## config.mk

```make
export PLATFORM = sky130hd
export DESIGN_NAME = virtual_timer_multiplexer
export DESIGN_NICKNAME = d
export VERILOG_FILES = /design/src/rtl/vtm_pkg.sv /design/src/rtl/vtm_ctrl.sv /design/src/rtl/vtm_dp.sv /design/src/rtl/virtual_timer_multiplexer.sv
export SDC_FILE = /design/constraint.sdc
export NUM_CORES = 2
export LEC_CHECK = 0
export BUFFER_PORTS_ARGS = -buffer_cell sky130_fd_sc_hd__buf_2
export CAP_MARGIN = 20
export CORE_ASPECT_RATIO = 0.6
export CORE_MARGIN = 2
export CORE_UTILIZATION = 35
export DETAILED_ROUTE_END_ITERATION = 10
export PLACE_DENSITY = 0.57
export SYNTH_ARGS = -nofsm -noshare
export SYNTH_HDL_FRONTEND = slang
export SYNTH_HIERARCHICAL = 1
export SYNTH_SLANG_ARGS = --single-unit
```

## constraint.sdc

```tcl
create_clock -name clk -period 9.9 [get_ports clk]
set_input_delay 0.99 -clock clk [delete_from_list [all_inputs] [get_ports clk]]
set_output_delay 0.99 -clock clk [all_outputs]
set_load 0.05 [all_outputs]
```

## src/rtl/vtm_pkg.sv

```systemverilog
// Shared types, codes and channel widths for the virtual timer multiplexer.
`default_nettype none
package vtm_pkg;

  localparam int OP_W     = 2;
  localparam int IVL_W    = 32;
  localparam int SEL_W    = 3;
  localparam int STATUS_W = 2;
  localparam int ID_W     = 3;
  localparam int MASK_W   = 8;
  localparam int NOW_W    = 32;

  localparam int IN_DATA_W  = 40;
  localparam int OUT_DATA_W = 48;
  localparam int OUT_PAD_W  = OUT_DATA_W - (STATUS_W + ID_W + MASK_W + NOW_W);

  localparam logic [OP_W-1:0] OP_TICK   = 2'd0;
  localparam logic [OP_W-1:0] OP_START  = 2'd1;
  localparam logic [OP_W-1:0] OP_CANCEL = 2'd2;

  localparam logic [STATUS_W-1:0] ST_OK         = 2'd0;
  localparam logic [STATUS_W-1:0] ST_FULL       = 2'd1;
  localparam logic [STATUS_W-1:0] ST_NOT_ACTIVE = 2'd2;

  typedef struct packed {
    logic capture;
    logic exec;
  } vtm_cmd_t;

  typedef struct packed {
    logic out_free;
  } vtm_sts_t;

endpackage
`default_nettype wire

```

## src/rtl/vtm_ctrl.sv

```systemverilog
// Controller: request handshake and sequencing of capture and execute.
`default_nettype none
module vtm_ctrl
  import vtm_pkg::*;
(
  input  wire logic     clk,
  input  wire logic     rst_n,
  input  wire logic     in_tvalid,
  output logic          in_tready,
  input  wire vtm_sts_t sts,
  output vtm_cmd_t      cmd
);

  typedef enum logic {
    S_IDLE,
    S_EXEC
  } state_t;

  state_t state_r, state_nxt;
  logic   rdy_r, rdy_nxt;

  assign in_tready   = rdy_r;
  assign cmd.capture = in_tvalid && rdy_r;
  assign cmd.exec    = (state_r == S_EXEC) && sts.out_free;

  always_comb begin
    state_nxt = state_r;
    rdy_nxt   = rdy_r;
    unique case (state_r)
      S_IDLE: begin
        if (cmd.capture) begin
          state_nxt = S_EXEC;
          rdy_nxt   = 1'b0;
        end
      end
      S_EXEC: begin
        if (cmd.exec) begin
          state_nxt = S_IDLE;
          rdy_nxt   = 1'b1;
        end
      end
      default: begin
        state_nxt = S_IDLE;
        rdy_nxt   = 1'b1;
      end
    endcase
  end

  always_ff @(posedge clk) begin
    if (!rst_n) begin
      state_r <= S_IDLE;
      rdy_r   <= 1'b1;
    end else begin
      state_r <= state_nxt;
      rdy_r   <= rdy_nxt;
    end
  end

  a_ready_only_idle: assert property (@(posedge clk) disable iff (!rst_n)
    rdy_r |-> (state_r == S_IDLE))
    else $error("ready raised outside idle");

endmodule
`default_nettype wire

```

## src/rtl/vtm_dp.sv

```systemverilog
// Datapath: request register, counter, slot table with parallel compare, result register.
`default_nettype none
module vtm_dp
  import vtm_pkg::*;
#(
  parameter int NUM_SLOTS  = 8,
  parameter int COUNT_BITS = 32
) (
  input  wire logic                  clk,
  input  wire logic                  rst_n,
  input  wire vtm_cmd_t              cmd,
  output vtm_sts_t                   sts,
  input  wire logic [OP_W-1:0]       in_op,
  input  wire logic [IVL_W-1:0]      in_interval,
  input  wire logic                  in_repeat,
  input  wire logic [SEL_W-1:0]      in_sel,
  output logic                       out_tvalid,
  input  wire logic                  out_tready,
  output logic [OUT_DATA_W-1:0]      out_tdata
);

  localparam int TW  = (COUNT_BITS > NOW_W) ? COUNT_BITS : NOW_W;
  localparam int IW  = (COUNT_BITS > IVL_W) ? COUNT_BITS : IVL_W;
  localparam int FW  = (NUM_SLOTS > MASK_W) ? NUM_SLOTS : MASK_W;
  localparam int IDW = (NUM_SLOTS > 8) ? $clog2(NUM_SLOTS) : ID_W;

  logic [OP_W-1:0]       op_r;
  logic [IVL_W-1:0]      ivl_r;
  logic                  rep_r;
  logic [SEL_W-1:0]      sel_r;

  logic [COUNT_BITS-1:0] time_r, time_nxt;
  logic [COUNT_BITS-1:0] exp_r [NUM_SLOTS];
  logic [COUNT_BITS-1:0] exp_nxt [NUM_SLOTS];
  logic [COUNT_BITS-1:0] per_r [NUM_SLOTS];
  logic [COUNT_BITS-1:0] per_nxt [NUM_SLOTS];
  logic [NUM_SLOTS-1:0]  act_r, act_nxt;
  logic [NUM_SLOTS-1:0]  prd_r, prd_nxt;

  logic                  out_valid_r, out_valid_nxt;
  logic [STATUS_W-1:0]   status_r, status_nxt;
  logic [ID_W-1:0]       id_r, id_nxt;
  logic [MASK_W-1:0]     fired_r, fired_nxt;
  logic [NOW_W-1:0]      now_r, now_nxt;

  logic [COUNT_BITS-1:0] time_inc;
  logic [COUNT_BITS-1:0] ivl_c;
  logic [IW-1:0]         ivl_ext;
  logic [TW-1:0]         time_ext;
  logic [FW-1:0]         fired_ext;
  logic [NUM_SLOTS-1:0]  match;
  logic [NUM_SLOTS-1:0]  free_vec;
  logic [NUM_SLOTS-1:0]  grant;
  logic [NUM_SLOTS-1:0]  sel_hit;
  logic [IDW-1:0]        found;
  logic                  full;

  assign time_inc = time_r + 1'b1;
  assign ivl_ext  = IW'(ivl_r);
  assign ivl_c    = ivl_ext[COUNT_BITS-1:0];
  assign free_vec = ~act_r;
  assign grant    = free_vec & (~free_vec + 1'b1);
  assign full     = &act_r;

  always_comb begin
    found = '0;
    for (int i = 0; i < NUM_SLOTS; i++) begin
      match[i]   = act_r[i] && (exp_r[i] == time_inc);
      sel_hit[i] = act_r[i] && ({{(32-SEL_W){1'b0}}, sel_r} == 32'(i));
      if (grant[i]) begin
        found = found | IDW'(i);
      end
    end
  end

  always_comb begin
    time_nxt      = time_r;
    act_nxt       = act_r;
    prd_nxt       = prd_r;
    exp_nxt       = exp_r;
    per_nxt       = per_r;
    status_nxt    = status_r;
    id_nxt        = id_r;
    fired_nxt     = fired_r;
    now_nxt       = now_r;
    out_valid_nxt = out_valid_r && !out_tready;
    fired_ext     = '0;
    time_ext      = '0;
    if (cmd.exec) begin
      status_nxt = ST_OK;
      id_nxt     = '0;
      case (op_r)
        OP_TICK: begin
          time_nxt  = time_inc;
          fired_ext = FW'(match);
          for (int i = 0; i < NUM_SLOTS; i++) begin
            if (match[i]) begin
              if (prd_r[i]) begin
                exp_nxt[i] = exp_r[i] + per_r[i];
              end else begin
                act_nxt[i] = 1'b0;
              end
            end
          end
        end
        OP_START: begin
          if (full) begin
            status_nxt = ST_FULL;
          end else begin
            id_nxt = found[ID_W-1:0];
            for (int i = 0; i < NUM_SLOTS; i++) begin
              if (grant[i]) begin
                act_nxt[i] = 1'b1;
                prd_nxt[i] = rep_r;
                per_nxt[i] = ivl_c;
                exp_nxt[i] = time_r + ivl_c;
              end
            end
          end
        end
        OP_CANCEL: begin
          if (|sel_hit) begin
            act_nxt = act_r & ~sel_hit;
            prd_nxt = prd_r & ~sel_hit;
          end else begin
            status_nxt = ST_NOT_ACTIVE;
          end
        end
        default: begin
          status_nxt = ST_OK;
        end
      endcase
      time_ext      = TW'(time_nxt);
      fired_nxt     = fired_ext[MASK_W-1:0];
      now_nxt       = time_ext[NOW_W-1:0];
      out_valid_nxt = 1'b1;
    end
  end

  always_ff @(posedge clk) begin
    if (!rst_n) begin
      time_r      <= '0;
      act_r       <= '0;
      prd_r       <= '0;
      out_valid_r <= 1'b0;
    end else begin
      time_r      <= time_nxt;
      act_r       <= act_nxt;
      prd_r       <= prd_nxt;
      out_valid_r <= out_valid_nxt;
    end
  end

  always_ff @(posedge clk) begin
    if (cmd.capture) begin
      op_r  <= in_op;
      ivl_r <= in_interval;
      rep_r <= in_repeat;
      sel_r <= in_sel;
    end
    exp_r    <= exp_nxt;
    per_r    <= per_nxt;
    status_r <= status_nxt;
    id_r     <= id_nxt;
    fired_r  <= fired_nxt;
    now_r    <= now_nxt;
  end

  assign sts.out_free = !out_valid_r || out_tready;
  assign out_tvalid   = out_valid_r;
  assign out_tdata    = {{OUT_PAD_W{1'b0}}, now_r, fired_r, id_r, status_r};

  a_tick_advances: assert property (@(posedge clk) disable iff (!rst_n)
    (cmd.exec && op_r == OP_TICK) |=> (time_r == COUNT_BITS'($past(time_r) + 1'b1)))
    else $error("counter did not advance on tick");

  a_no_exec_no_time: assert property (@(posedge clk) disable iff (!rst_n)
    !cmd.exec |=> $stable(time_r) && $stable(act_r))
    else $error("slot state changed without execute");

  a_result_from_exec: assert property (@(posedge clk) disable iff (!rst_n)
    $rose(out_valid_r) |-> $past(cmd.exec))
    else $error("result raised without execute");

  a_cancel_no_alloc: assert property (@(posedge clk) disable iff (!rst_n)
    (cmd.exec && op_r == OP_CANCEL) |=> ((act_r & ~$past(act_r)) == '0))
    else $error("cancel activated a slot");

endmodule
`default_nettype wire

```

## src/rtl/virtual_timer_multiplexer.sv

```systemverilog
// Top level: virtual timers sharing one microsecond counter that advances on each tick request.
//
//   channel   ports                          payload, lowest bit first
//   request   in_tvalid/in_tready            tuser: operation; tdata: interval,
//                                            repeat_flag, slot_select
//   result    out_tvalid/out_tready          tdata: status, slot_id, fired_mask,
//                                            now_count
//
// Each request is first captured into the request register, then executed against
// the slot table, whose compare across all slots runs in parallel.
// A new request is taken while the previous result still waits on the output
// register; execution holds until that register is free.
// Reset clears the counter, all active and repeat bits and the output valid.
`default_nettype none
module virtual_timer_multiplexer
  import vtm_pkg::*;
#(
  parameter int NUM_SLOTS  = 8,
  parameter int COUNT_BITS = 32
) (
  input  wire logic                  clk,
  input  wire logic                  rst_n,
  input  wire logic                  in_tvalid,
  output logic                       in_tready,
  input  wire logic [IN_DATA_W-1:0]  in_tdata,   // interval, repeat_flag, slot_select
  input  wire logic [OP_W-1:0]       in_tuser,   // operation
  output logic                       out_tvalid,
  input  wire logic                  out_tready,
  output logic [OUT_DATA_W-1:0]      out_tdata   // status, slot_id, fired_mask, now_count
);

  vtm_cmd_t cmd;
  vtm_sts_t sts;

  vtm_ctrl u_ctrl (
    .clk       (clk),
    .rst_n     (rst_n),
    .in_tvalid (in_tvalid),
    .in_tready (in_tready),
    .sts       (sts),
    .cmd       (cmd)
  );

  vtm_dp #(
    .NUM_SLOTS  (NUM_SLOTS),
    .COUNT_BITS (COUNT_BITS)
  ) u_dp (
    .clk         (clk),
    .rst_n       (rst_n),
    .cmd         (cmd),
    .sts         (sts),
    .in_op       (in_tuser),
    .in_interval (in_tdata[IVL_W-1:0]),
    .in_repeat   (in_tdata[IVL_W]),
    .in_sel      (in_tdata[IVL_W+SEL_W:IVL_W+1]),
    .out_tvalid  (out_tvalid),
    .out_tready  (out_tready),
    .out_tdata   (out_tdata)
  );

endmodule
`default_nettype wire

```

==> results by group <==
Status
  – Outcome: completed

Worst hold path
  – Hold path start: u_dp/ivl_c[18]
  – WHS Endpoint: u_dp/per_r[210]
  – Worst Hold Class: reg -> reg
  – Hold path depth: 0

Critical path
  – End of the worst register-to-register path: u_dp/exp_r[96]
  – Arr. time, crit path: 7.43 ns
  – Worst reg2reg path depth: 11
  – FF-to-FF Start: u_dp/time_r[8]
  – CP max stage delay: 1.00 ns
  – Setup slack, reg-to-reg: roughly 2.8 ns
  – Worst path top cell family by delay: simple AND/OR/NAND/NOR gates
  – Worst path cell trace: nand4_2 > or4_1 > nor3_2 > xnor2_1 > xnor2_1 > a211o_1 > nor4_1 > buf_4 > nand4_1 > a21oi_4 > buf_4
  – WS Path Type: reg -> reg
  – Bufs and invs on worst path: 2
  – CP max stage cell: nor3_2
  – CP max FO: 32
  – Startpoint types: register
  – CP required: ~10 ns
  – Crit. End Element: register

Die
  – Initial Utilization: 0.351
  – # rows: between 100 and 150
  – Die Y: 280 µm
  – Die footprint: 0.130 mm²
  – Core area: ~0.13 mm²
  – Ports: 96
  – Die width: between 400 and 500 µm

STA
  – Tcrit/Tclk final: 0.719
  – Final Hold Fails: 0
  – Slew Viols, Final: 0
  – Final setup TNS: 0 ns
  – Worst slew margin: 0.230
  – Minimum clock period: just over 7 ns
  – Final setup margin: 2.78 ns
  – Worst clock skew: ~0.032 ns
  – RSZ-0062 raised after global routing: false
  – Worst hold slack: ~0.45 ns
  – Final setup fails: 0
  – Worst slew pin tran: around 1.2 ns
  – FMAX: between 100 and 150 MHz

Synth
  – Main synth FF type: edfxtp_1
  – Proportion of synthesized area in mux cells: 0.00706
  – Simple-gate share of the synthesized area: 0.155
  – Register area share after synthesis: 0.426
  – Yosys cell types: 96
  – Mapped Avg Cell Area: 10.1 µm²
  – Top cells by area, synth: edfxtp_1, ha_1, xnor2_1, o21ai_0, xor2_1
  – EDFF count, synth: around 600
  – Largest family of logic cells by synthesized area: compound AO/OA/AOI/OAI gates
  – Xor and xnor fraction of the mapped netlist area: 0.116
  – Synth Area in Adders: 0.0842
  – Yosys warning count: 6
  – Post-synth ARST share: 0
  – Post-Syn Area: 0.0443 mm²
  – Post-Syn Instances: ~4400
  – Synth top area share: 0.403
  – Compound-Gate Fraction of Synth Area: 0.184
  – Yosys reg bits: 646
  – Most area-hungry cell type in the Yosys netlist: edfxtp_1

Power
  – P_leak: 17.8 nW
  – Comb power frac: 0.077
  – PD cells: between 100 and 150 mW/mm²
  – Clock Power Share: 0.429
  – Sw power: 1.62 mW
  – Int Power: about 4.6 mW
  – Worst vdd ir: ~0.12 mV
  – Sw frac: 0.259
  – Register share of total power: 0.494

Final layout
  – Fin util: 0.391
  – FILL cells: between 10000 and 15000
  – Area of the multi-input gates: around 0.024 mm²
  – Post-Layout Cell Count: roughly 6200
  – Layout Nets: 4792
  – Layout area overhead: 11.3%
  – Layout cell share with drive strength beyond 1: 0.0874
  – Reg area: 0.0189 mm²

GRT
  – Initial antenna violation count: 15
  – Global-route wire length before repair: between 200000 and 300000 µm
  – Gr usage total: 0.286
  – Grt total ovfl: 0
  – Largest net degree at the start of global routing: between 150 and 200
  – Vias in the first global route: 34401

Detailed routing
  – Wire length per cell: 30.9 µm
  – Vias: between 30000 and 40000
  – Final antenna-violating net count: 0
  – DRC errors left: 0
  – Post-Route WL: around 190000 µm
  – Vias/cell: 6.28
  – DRT iter0 DRCs: approximately 6400
  – DRT Pass-1 Iters: 6

Clock network
  – Root Buffer: clkbuf_16
  – Postcts setup bufs: 0
  – Post-cts hold buffer count: 0
  – H-tree depth: 3
  – Num CTS Buffers: 70
  – Worst-skew pair later-pin latency: roughly 0.69 ns
  – Clock-pin slew on the worst setup and hold paths: 0.07 ns
  – Clock buffer depth: 3
  – CTS tree: yes
  – Clock sink count: between 600 and 700
  – Post-CTS sizing: 0

Placement
  – DP Wirelength: 152000 µm
  – Gpl congestion: roughly 1.0
  – Port bufs: between 80 and 90
  – Placed Cells: 6079
  – Dpl ws: between 3 and 4 ns

Job
  – Number of max-cap violations: 0
## registers in the layout, summed over array words and instances, names as in the netlist, 3 cells and up
| register | flops |
|---|---|
| u_dp/ivl_c | 32 |
| u_dp/sel_r | 3 |
| u_dp/now_r | 32 |
| u_dp/exp_r | 256 |
| u_dp/prd_r | 8 |
| u_dp/id_r | 3 |
| u_dp/fired_r | 8 |
| u_dp/act_r | 8 |
| u_dp/time_r | 32 |
| u_dp/per_r | 256 |
## area by class of cell
class,count,area share
Antenna cell,9,0.000457
Multi-Input combinational cell,3434,0.495
Clock buffer,87,0.0378
Sequential cell,646,0.383
Inverter,112,0.00852
Timing Repair Buffer,189,0.0247
Tap cell,1699,0.0431
Clock inverter,38,0.00761
## cells in the final DEF, fill, tap and decap left out, types with 109 or more instances in the layout
cell        n
ha_1      282
nand3_1   160
xor2_1    186
xnor2_1   277
a21o_1    120
nand2_1   301
nor2_1    277
a21oi_1   244
o21ai_0   394
inv_1     109
edfxtp_1  595
## metal layers
metal / part of all wire / vias to the layer above / global-route usage
li1: - / 16889 / -
met1: 0.46 / 19342 / 0.455
met2: 0.35 / 2530 / 0.345
met3: 0.17 / 237 / 0.120
met4: 0.020 / 4 / 0.0541
met5: 0.00016 / - / 0
## cells in the mapped netlist, types with 12 or more instances
master and count:
edfxtp_1 595, o21ai_0 395, nand2_1 301, ha_1 284, nor2_1 282, xnor2_1 277, a21oi_1 248, xor2_1 186
nand3_1 160, clkbuf_1 141, a21o_1 120, inv_1 110, nor3_1 103, nand4_1 81, o211ai_1 57, a31oi_1 52
o31ai_1 52, or3_1 52, dfxtp_1 51, o21a_1 50, xnor3_1 46, a211oi_1 45, nand2b_1 45, nor4_1 45
and3_1 36, and2_1 34, nor3b_1 30, or4_1 30, nor2b_1 29, a211o_1 24, buf_2 24, o2111ai_1 24
a311oi_1 21, o21bai_1 21, buf_1 20, mux2i_1 20, o22ai_1 19, nand3b_1 18, a2111oi_0 16, and4_1 12
## through the flow
step	total power [mW]	area, µm²
detailed placement	3.60	47100
global placement	3.60	47000
finish	6.25	49300
global route	6.42	49300
CTS	6.27	49300
floorplan	3.38	44300
## power by group through the flow
stage          clock network (mW)  logic [mW]  registers, mW
2_1_floorplan                   0       0.247           3.13
3_3_place_gp                    0       0.455           3.14
3_5_place_dp                    0       0.460           3.14
4_1_cts                      2.73       0.462           3.08
5_1_grt                      2.83       0.506           3.09
6_report                     2.68       0.479           3.09
## cell families after synthesis
group,after synthesis
buffers and inverters,303
muxes,30
and+or+nand+nor,1324
xor gates and xnor gates,511
DFF,646
AOI/OAI and AO/OA,1273
other,1
adders and majority gates,293
## how the worst max path moves through the flow
stage,slack [ns],cells past startpoint,to,startpoint
after global routing,2.81,11,u_dp/exp_r[101],u_dp/time_r[8]
after CTS,3.30,11,u_dp/exp_r[96],u_dp/time_r[8]
after floorplan,3.04,11,u_dp/exp_r[192],u_dp/time_r[0]
after detailed placement,3.34,11,u_dp/exp_r[96],u_dp/time_r[8]
final,2.78,11,u_dp/exp_r[96],u_dp/time_r[8]
after global placement,3.41,11,u_dp/exp_r[96],u_dp/time_r[8]
(Power assumes the default switching activity.)
